File: config.mk
export PLATFORM = sky130hd
export DESIGN_NAME = humidity_temperature_calibration_top
export DESIGN_NICKNAME = d
export VERILOG_FILES = /design/src/rtl/core/htc_pkg.sv /design/src/rtl/core/humidity_temperature_calibration_top.sv /design/src/rtl/core/htc_front.sv /design/src/rtl/core/htc_queue.sv /design/src/rtl/core/htc_back.sv
export SDC_FILE = /design/constraint.sdc
export NUM_CORES = 2
export LEC_CHECK = 0
export BUFFER_PORTS_ARGS = -buffer_cell sky130_fd_sc_hd__buf_2
export CORE_UTILIZATION = 45
export CTS_BUF_LIST = sky130_fd_sc_hd__clkbuf_16
export CTS_CLUSTER_SIZE = 20
export DETAILED_ROUTE_END_ITERATION = 12
export PLACE_DENSITY_LB_ADDON = 0.2
export SYNTH_ARGS = -nofsm -noshare
export SYNTH_HDL_FRONTEND = slang
export SYNTH_HIERARCHICAL = 1
export SYNTH_SLANG_ARGS = --single-unit
File: constraint.sdc
create_clock -name clk -period 7.45 [get_ports clk]
set_input_delay 1.49 -clock clk [delete_from_list [all_inputs] [get_ports clk]]
set_output_delay 1.49 -clock clk [all_outputs]
set_load 0.01 [all_outputs]
File: src/rtl/core/htc_pkg.sv
// Types and constants of the humidity/temperature calibration block.
`timescale 1ns / 1ps

package htc_pkg;

	localparam int QUEUE_DEPTH = 2;
	localparam int TEMP_SHIFT  = 5;
	localparam int HUM_SHIFT   = 7;
	localparam int QUO_W       = 31;
	localparam int DEN_W       = 16;
	localparam int CFG_IDX_W   = 3;
	localparam int CFG_W       = 16;

	typedef logic signed [15:0] raw_t;
	typedef logic signed [16:0] diff_t;
	typedef logic signed [10:0] dp_t;
	typedef logic signed [27:0] prod_t;
	typedef logic signed [34:0] scaled_t;
	typedef logic [QUO_W-1:0]   quo_t;
	typedef logic [DEN_W-1:0]   den_t;
	typedef logic [DEN_W:0]     trial_t;
	typedef logic [14:0]        base_t;
	typedef logic signed [31:0] value_t;
	typedef logic signed [32:0] sum_t;
	typedef logic [9:0]         tpoint_t;
	typedef logic [7:0]         hpoint_t;

	localparam value_t VALUE_MAX = 32'sh7FFF_FFFF;
	localparam value_t VALUE_MIN = 32'sh8000_0000;

	typedef enum logic [0:0] {
		OP_TEMP = 1'b0,
		OP_HUM  = 1'b1
	} op_t;

	typedef enum logic [CFG_IDX_W-1:0] {
		REG_TEMP_P0 = 3'd0,
		REG_TEMP_P1 = 3'd1,
		REG_TEMP_R0 = 3'd2,
		REG_TEMP_R1 = 3'd3,
		REG_HUM_P0  = 3'd4,
		REG_HUM_P1  = 3'd5,
		REG_HUM_R0  = 3'd6,
		REG_HUM_R1  = 3'd7
	} cfg_reg_t;

	typedef struct packed {
		op_t  opcode;
		raw_t raw_sample;
	} in_t;

	typedef struct packed {
		value_t calibrated_value;
		logic   zero_divide;
		logic   saturated;
	} out_t;

	// classified item passed from front to back
	typedef struct packed {
		diff_t diff;
		dp_t   dp;
		diff_t den;
		base_t base;
		logic  hum;
		logic  zdiv;
	} entry_t;

	typedef struct packed {
		prod_t prod;
		diff_t den;
		base_t base;
		logic  hum;
		logic  zdiv;
	} mul_t;

	typedef struct packed {
		den_t  rem;
		quo_t  numq;
		den_t  den;
		logic  q_neg;
		base_t base;
		logic  zdiv;
	} div_t;

endpackage

File: src/rtl/core/humidity_temperature_calibration_top.sv
// Pipeline: 36 register stages from the edge that takes start (front 1, queue 1, multiply 1,
// sign split 1, divider 31 one bit per stage, output 1); done and result leave the output register.
// Throughput: one item per cycle; the divider is fully pipelined, so busy stays low.
// Reset (arst_n low) clears all calibration registers to zero and empties every stage.
// Results cannot be held off by the receiver; done strobes for one cycle per item.
`timescale 1ns / 1ps

module humidity_temperature_calibration_top #(
	parameter int QUEUE_DEPTH = htc_pkg::QUEUE_DEPTH
) (
	input  logic                          clk,
	input  logic                          arst_n,
	input  logic                          start,
	output logic                          busy,
	input  htc_pkg::in_t                  cmd,
	input  logic                          cfg_we,
	input  logic [htc_pkg::CFG_IDX_W-1:0] cfg_idx,
	input  logic [htc_pkg::CFG_W-1:0]     cfg_wdata,
	output logic                          done,
	output htc_pkg::out_t                 result
);

	logic            push, full, pop;
	htc_pkg::entry_t f_entry, q_entry;

	htc_front u_front (
		.clk       (clk),
		.arst_n    (arst_n),
		.start     (start),
		.busy      (busy),
		.cmd       (cmd),
		.cfg_we    (cfg_we),
		.cfg_idx   (cfg_idx),
		.cfg_wdata (cfg_wdata),
		.full      (full),
		.push      (push),
		.entry     (f_entry)
	);

	htc_queue #(
		.DEPTH (QUEUE_DEPTH)
	) u_queue (
		.clk    (clk),
		.arst_n (arst_n),
		.push   (push),
		.din    (f_entry),
		.full   (full),
		.pop    (pop),
		.dout   (q_entry)
	);

	htc_back u_back (
		.clk      (clk),
		.arst_n   (arst_n),
		.in_valid (pop),
		.in_entry (q_entry),
		.done     (done),
		.result   (result)
	);

endmodule

File: src/rtl/core/htc_front.sv
// Front end: configuration registers, command intake and classification.
`timescale 1ns / 1ps

module htc_front (
	input  logic                                clk,
	input  logic                                arst_n,
	input  logic                                start,
	output logic                                busy,
	input  htc_pkg::in_t                        cmd,
	input  logic                                cfg_we,
	input  logic [htc_pkg::CFG_IDX_W-1:0]       cfg_idx,
	input  logic [htc_pkg::CFG_W-1:0]           cfg_wdata,
	input  logic                                full,
	output logic                                push,
	output htc_pkg::entry_t                     entry
);

	htc_pkg::tpoint_t tp0_q, tp1_q;
	htc_pkg::hpoint_t hp0_q, hp1_q;
	htc_pkg::raw_t    tr0_q, tr1_q, hr0_q, hr1_q;

	logic             valid_s1;
	htc_pkg::entry_t  entry_s1;
	htc_pkg::entry_t  entry_d;
	logic             advance;
	logic             hum;
	logic [9:0]       p0, p1;
	htc_pkg::raw_t    r0, r1;

	always_ff @(posedge clk or negedge arst_n) begin
		if (!arst_n) begin
			tp0_q <= '0;
			tp1_q <= '0;
			tr0_q <= '0;
			tr1_q <= '0;
			hp0_q <= '0;
			hp1_q <= '0;
			hr0_q <= '0;
			hr1_q <= '0;
		end else if (cfg_we) begin
			case (htc_pkg::cfg_reg_t'(cfg_idx))
				htc_pkg::REG_TEMP_P0: tp0_q <= cfg_wdata[9:0];
				htc_pkg::REG_TEMP_P1: tp1_q <= cfg_wdata[9:0];
				htc_pkg::REG_TEMP_R0: tr0_q <= cfg_wdata;
				htc_pkg::REG_TEMP_R1: tr1_q <= cfg_wdata;
				htc_pkg::REG_HUM_P0:  hp0_q <= cfg_wdata[7:0];
				htc_pkg::REG_HUM_P1:  hp1_q <= cfg_wdata[7:0];
				htc_pkg::REG_HUM_R0:  hr0_q <= cfg_wdata;
				htc_pkg::REG_HUM_R1:  hr1_q <= cfg_wdata;
				default: ;
			endcase
		end
	end

	always_comb begin
		hum = (cmd.opcode == htc_pkg::OP_HUM);
		p0  = hum ? {2'b00, hp0_q} : tp0_q;
		p1  = hum ? {2'b00, hp1_q} : tp1_q;
		r0  = hum ? hr0_q : tr0_q;
		r1  = hum ? hr1_q : tr1_q;
		entry_d.diff = {cmd.raw_sample[15], cmd.raw_sample} - {r0[15], r0};
		entry_d.den  = {r1[15], r1} - {r0[15], r0};
		entry_d.dp   = {1'b0, p1} - {1'b0, p0};
		entry_d.base = hum ? (htc_pkg::base_t'(hp0_q) << htc_pkg::HUM_SHIFT)
			: (htc_pkg::base_t'(tp0_q) << htc_pkg::TEMP_SHIFT);
		entry_d.hum  = hum;
		entry_d.zdiv = (r1 == r0);
	end

	assign advance = !valid_s1 || !full;
	assign busy    = !advance;
	assign push    = valid_s1 && !full;
	assign entry   = entry_s1;

	always_ff @(posedge clk or negedge arst_n) begin
		if (!arst_n) begin
			valid_s1 <= 1'b0;
		end else if (advance) begin
			valid_s1 <= start;
		end
	end

	always_ff @(posedge clk) begin
		if (advance && start) begin
			entry_s1 <= entry_d;
		end
	end

endmodule

File: src/rtl/core/htc_queue.sv
// Short queue between front and back ends.
`timescale 1ns / 1ps

module htc_queue #(
	parameter int DEPTH = htc_pkg::QUEUE_DEPTH
) (
	input  logic            clk,
	input  logic            arst_n,
	input  logic            push,
	input  htc_pkg::entry_t din,
	output logic            full,
	output logic            pop,
	output htc_pkg::entry_t dout
);

	localparam int PTR_W = (DEPTH > 1) ? $clog2(DEPTH) : 1;
	localparam int CNT_W = $clog2(DEPTH + 1);

	htc_pkg::entry_t  mem [DEPTH];
	logic [PTR_W-1:0] wr_ptr_q, rd_ptr_q;
	logic [CNT_W-1:0] count_q;
	logic             do_push;

	assign full    = (count_q == CNT_W'(DEPTH));
	assign pop     = (count_q != '0);
	assign do_push = push && !full;
	assign dout    = mem[rd_ptr_q];

	always_ff @(posedge clk) begin
		if (do_push) begin
			mem[wr_ptr_q] <= din;
		end
	end

	always_ff @(posedge clk or negedge arst_n) begin
		if (!arst_n) begin
			wr_ptr_q <= '0;
			rd_ptr_q <= '0;
			count_q  <= '0;
		end else begin
			if (do_push) begin
				wr_ptr_q <= (wr_ptr_q == PTR_W'(DEPTH - 1)) ? '0 : wr_ptr_q + 1'b1;
			end
			if (pop) begin
				rd_ptr_q <= (rd_ptr_q == PTR_W'(DEPTH - 1)) ? '0 : rd_ptr_q + 1'b1;
			end
			if (do_push && !pop) begin
				count_q <= count_q + 1'b1;
			end else if (pop && !do_push) begin
				count_q <= count_q - 1'b1;
			end
		end
	end

endmodule

File: src/rtl/core/htc_back.sv
// Back end: multiply, one-bit-per-stage divider pipeline, offset and saturation.
`timescale 1ns / 1ps

module htc_back (
	input  logic            clk,
	input  logic            arst_n,
	input  logic            in_valid,
	input  htc_pkg::entry_t in_entry,
	output logic            done,
	output htc_pkg::out_t   result
);

	localparam int QW = htc_pkg::QUO_W;

	logic              vld_s1;
	htc_pkg::mul_t     mul_s1;
	logic              dvld_s [QW+1];
	htc_pkg::div_t     dpay_s [QW+1];
	logic              done_q;
	htc_pkg::out_t     result_q;

	htc_pkg::scaled_t  scaled, scaled_mag;
	htc_pkg::diff_t    den_mag;
	htc_pkg::div_t     prep;
	htc_pkg::div_t     last;
	htc_pkg::sum_t     qs, sum;
	htc_pkg::out_t     res_d;

	// multiply stage
	always_ff @(posedge clk or negedge arst_n) begin
		if (!arst_n) begin
			vld_s1 <= 1'b0;
		end else begin
			vld_s1 <= in_valid;
		end
	end

	always_ff @(posedge clk) begin
		mul_s1.prod <= in_entry.diff * in_entry.dp;
		mul_s1.den  <= in_entry.den;
		mul_s1.base <= in_entry.base;
		mul_s1.hum  <= in_entry.hum;
		mul_s1.zdiv <= in_entry.zdiv;
	end

	// scale and split into sign and magnitudes
	always_comb begin
		scaled = mul_s1.hum ? (htc_pkg::scaled_t'(mul_s1.prod) <<< htc_pkg::HUM_SHIFT)
			: (htc_pkg::scaled_t'(mul_s1.prod) <<< htc_pkg::TEMP_SHIFT);
		scaled_mag = scaled[34] ? -scaled : scaled;
		den_mag    = mul_s1.den[16] ? -mul_s1.den : mul_s1.den;
		prep.rem   = '0;
		prep.numq  = scaled_mag[QW-1:0];
		prep.den   = den_mag[htc_pkg::DEN_W-1:0];
		prep.q_neg = scaled[34] ^ mul_s1.den[16];
		prep.base  = mul_s1.base;
		prep.zdiv  = mul_s1.zdiv;
	end

	always_ff @(posedge clk or negedge arst_n) begin
		if (!arst_n) begin
			dvld_s[0] <= 1'b0;
		end else begin
			dvld_s[0] <= vld_s1;
		end
	end

	always_ff @(posedge clk) begin
		dpay_s[0] <= prep;
	end

	// restoring division, one quotient bit per stage
	for (genvar k = 0; k < QW; k++) begin : g_div
		htc_pkg::trial_t trial;
		logic            ge;

		always_comb begin
			trial = {dpay_s[k].rem, dpay_s[k].numq[QW-1]};
			ge    = (trial >= {1'b0, dpay_s[k].den});
		end

		always_ff @(posedge clk or negedge arst_n) begin
			if (!arst_n) begin
				dvld_s[k+1] <= 1'b0;
			end else begin
				dvld_s[k+1] <= dvld_s[k];
			end
		end

		always_ff @(posedge clk) begin
			dpay_s[k+1].rem   <= ge ? htc_pkg::den_t'(trial - {1'b0, dpay_s[k].den})
				: trial[htc_pkg::DEN_W-1:0];
			dpay_s[k+1].numq  <= {dpay_s[k].numq[QW-2:0], ge};
			dpay_s[k+1].den   <= dpay_s[k].den;
			dpay_s[k+1].q_neg <= dpay_s[k].q_neg;
			dpay_s[k+1].base  <= dpay_s[k].base;
			dpay_s[k+1].zdiv  <= dpay_s[k].zdiv;
		end
	end

	// offset, saturation
	always_comb begin
		last = dpay_s[QW];
		qs   = htc_pkg::sum_t'(last.numq);
		sum  = htc_pkg::sum_t'(last.base);
		if (!last.zdiv) begin
			sum = sum + (last.q_neg ? -qs : qs);
		end
		res_d.zero_divide = last.zdiv;
		res_d.saturated   = (sum[32] != sum[31]);
		if (sum[32] != sum[31]) begin
			res_d.calibrated_value = sum[32] ? htc_pkg::VALUE_MIN : htc_pkg::VALUE_MAX;
		end else begin
			res_d.calibrated_value = sum[31:0];
		end
	end

	always_ff @(posedge clk or negedge arst_n) begin
		if (!arst_n) begin
			done_q <= 1'b0;
		end else begin
			done_q <= dvld_s[QW];
		end
	end

	always_ff @(posedge clk) begin
		result_q <= res_d;
	end

	assign done   = done_q;
	assign result = result_q;

endmodule

==> impl_metrics.csv <==
group,metric,value,unit
outcome,status,"finished, final reports clean",
setup_path,crit_family,"adder cells",
clock_network,cts.hold.buffers_added,0,
setup_path,endpoint_kind,"flop",
clock_network,post_cts_buffers,0,
timing,rsz0062_at_grt,"no",
global_routing,grt_max_degree,86,
job,max_cap_viol_count,0,
global_routing,grt_use_total,17.0,%
clock_network,ctsHtreeMaxLevel,5,
timing,relSlewSlack,13.0,%
timing,slew_viol_final,0,
clock_network,root_buffer,"clkbuf_16",
yosys,ys_ff_latch,2782,
yosys,yosysSeqAreaShare,56.9,%
timing,final.setup.tns,0,ps
setup_path,cpPeakStageDelay,670,ps
floorplanning,ioPinCount,76,
routing,drc,0,
global_routing,antenna_found_initial,4,
setup_path,start_kind,"flop",
cells_and_area,syn_to_final_growth,12.7,%
setup_path,critPathRequiredTime,8240,ps
yosys,synth_cells,8756,
setup_path,worstPathArrival,7350,ps
timing,hold_ws,259,ps
setup_path,cp_max_fo,21,
timing,hold_violations,0,
yosys,synth-edff-count,181,
clock_network,cts_tree,"built",
timing,min_period,6560,ps
placement,dpl_worst_slack,868,ps
cells_and_area,fin_nets,9842,
routing,num_vias,59899,
cells_and_area,design_area,115000,µm²
placement,placed_area,106000,µm²
timing,min_period_over_period,88.0,%
global_routing,grt-ovfl-total,0,
yosys,ys_types,100,
clock_network,cts-resized-gates,0,
floorplanning,die_y,479,µm
clock_network,clock_latency,930,ps
global_routing,grt_pass1_vias,60770,
hold_path,hp-start,"u_back/dpay_s[0][678]",
routing,postRouteWirelength,194000,µm
yosys,syn_area_per_cell,11.7,µm²
timing,worst_slew_pin_slew,1290,ps
routing,firstDrtPassIters,5,
timing,setup_viol,0,
setup_path,cpMostUsedCell,"fa_1",
clock_network,clk_pin_slew,60,ps
timing,timing.fmax,0.153,GHz
floorplanning,row_count,174,
clock_network,clock_path_buffers,4,
setup_path,critPathSlowestCell,"dfrtp_4",
setup_path,startpoint,"u_queue/rd_ptr_q",
floorplanning,core_area,225000,µm²
setup_path,crit_chain,"buf_4 > mux2_4 > and2_1 > fa_1 > fa_1 > fa_1 > fa_1 > inv_1 > fa_1 > inv_1 > ha_1 > or4_1 > nor2_1 > nand2_1 > o221ai_1 > o21a_1 > o211ai_1 > a21o_1 > a21oi_1 > xnor2_1",
placement,gp_congestion,0.877,
floorplanning,die_w,479,µm
yosys,syn_area,102000,µm²
routing,via_per_inst,4.91,
clock_network,cts.sinks,2782,
global_routing,grt_pass1_wl,317000,µm
routing,drt-initial-drc-count,3010,
routing,ant_nets,0,
timing,fin_worst_skew,78.6,ps
yosys,async_flop_share,5.00,%
floorplanning,die_area,229000,µm²
routing,wl_per_cell,15.9,µm
setup_path,r2r-start,"u_queue/rd_ptr_q",
setup_path,path_buf_inv,3,
placement,hpwl,144000,µm
timing,worst_slack,893,ps
floorplanning,initial_core_util,45.4,%
yosys,yosysWarnings,6,
hold_path,worstHoldPathType,"flop to flop",
setup_path,crit_type,"flop to flop",
yosys,synthFlopType,"dfxtp_1",
cells_and_area,drive_gt1_share,12.2,%
clock_network,cts_made_buffers,295,
placement,port-buffer-count,75,
## per-stage QoR
stage               util (%)  cells
floorplan                  -   8760
global placement        47.0  11691
detailed placement      47.0  11691
CTS                     51.2  12196
global route            51.2  12197
finish                  51.2  12198
## cell type report
| cell class | instances | area (µm²) |
|---|---|---|
| Tap cell | 2992 | 3740 |
| Antenna cell | 2 | 5.00 |
| Sequential cell | 2782 | 58200 |
| Inverter | 935 | 3510 |
| Timing Repair Buffer | 98 | 554 |
| Multi-Input combinational cell | 4884 | 40000 |
| Clock inverter | 205 | 1870 |
| Fill cell | 19624 | 110000 |
| Clock buffer | 300 | 7510 |
## cell usage after synthesis, drive strengths merged, types with 139 or more instances
library cell	instances	share of area, %
ha	602	7.4
nor3	230	1.1
nand2	369	1.4
o21ai	294	1.4
nor2	365	1.3
fa	204	4.0
mux2	514	5.9
dfxtp	2462	48
inv	934	3.4
edfxtp	181	5.3
dfrtp	139	3.4
a21oi	351	1.7
xnor2	315	2.7
## cells in the final DEF (no fill, tap or decap), types with 49 or more instances in the layout
cell type | synthesis | routed
a21oi_1 | 343 | 342
o21a_1 | 80 | 80
clkinv_1 | 1 | 49
fa_1 | 204 | 204
mux2_2 | 454 | 454
ha_1 | 602 | 602
or3_1 | 56 | 56
o21ai_0 | 287 | 287
nor3_1 | 229 | 229
a21o_1 | 109 | 109
nor2b_1 | 103 | 102
nor2_1 | 363 | 361
nand4_1 | 116 | 116
and3_1 | 58 | 57
clkbuf_16 | 0 | 300
nand2b_1 | 76 | 76
buf_2 | 17 | 74
o211ai_1 | 52 | 52
xnor2_1 | 315 | 315
nand2_1 | 369 | 369
xor2_1 | 133 | 133
o31ai_1 | 53 | 53
nand3_1 | 103 | 103
and2_1 | 91 | 91
mux2i_1 | 116 | 116
dfxtp_1 | 2462 | 2461
mux2_4 | 60 | 60
inv_1 | 933 | 980
dfrtp_1 | 139 | 138
edfxtp_1 | 181 | 181
## registers in the layout, indices dropped and copies added (netlist names), 32 cells and up
signal and cells:
u_back/dpay_s 2367, u_queue/mem 124, u_back/mul_s1 61, u_front/entry 57
u_back/result 34, u_back/dvld_s 32
## logic make-up (layout without fill, tap and decap cells)
group	after synthesis	after routing	share of synthesized area, %
mux	630	630	7.01
fa+ha+maj	817	817	11.5
flops	2782	2782	56.9
simple gates	1726	1726	8.60
other cells	1	7	0.00366
compound gates	1258	1258	8.01
xor+xnor	448	448	3.83
buf+inv	1094	1538	4.19
## path summary, 6_finish.rpt
check	endpoint	slack, ps	cells past startpoint
setup / recovery	u_back/mul_s1[59]	890	20
hold / removal	u_back/dpay_s[0][759]	260	0
setup reg to reg	u_back/mul_s1[59]	890	20
hold reg to reg	u_back/dpay_s[0][759]	260	0
max in group asynchronous	u_front/hr1_q[9]	5430	2
min in group asynchronous	u_front/hr0_q[9]	530	1
## worst register-to-register path, delay by kind of cell, from the launching register on
kind	cells	cell delay, ps
adder cells (fa/ha/maj)	6	2840
AO/OA/AOI/OAI	5	1050
AND/OR/NAND/NOR	4	970
flip-flops	1	670
buffers and inverters	3	410
multiplexers	1	410
XOR/XNOR	1	130
## routing by layer
layer	global-route usage, %	vias up	share of wire [%]
met2	29.5	973	48
li1	-	30291	-
met3	2.49	382	3.5
met5	0	-	0
met1	21.5	28253	45
met4	5.84	0	3.0
Power is not shown: default switching activity piles up to over one toggle a cycle in this logic, so the estimate is an artifact.
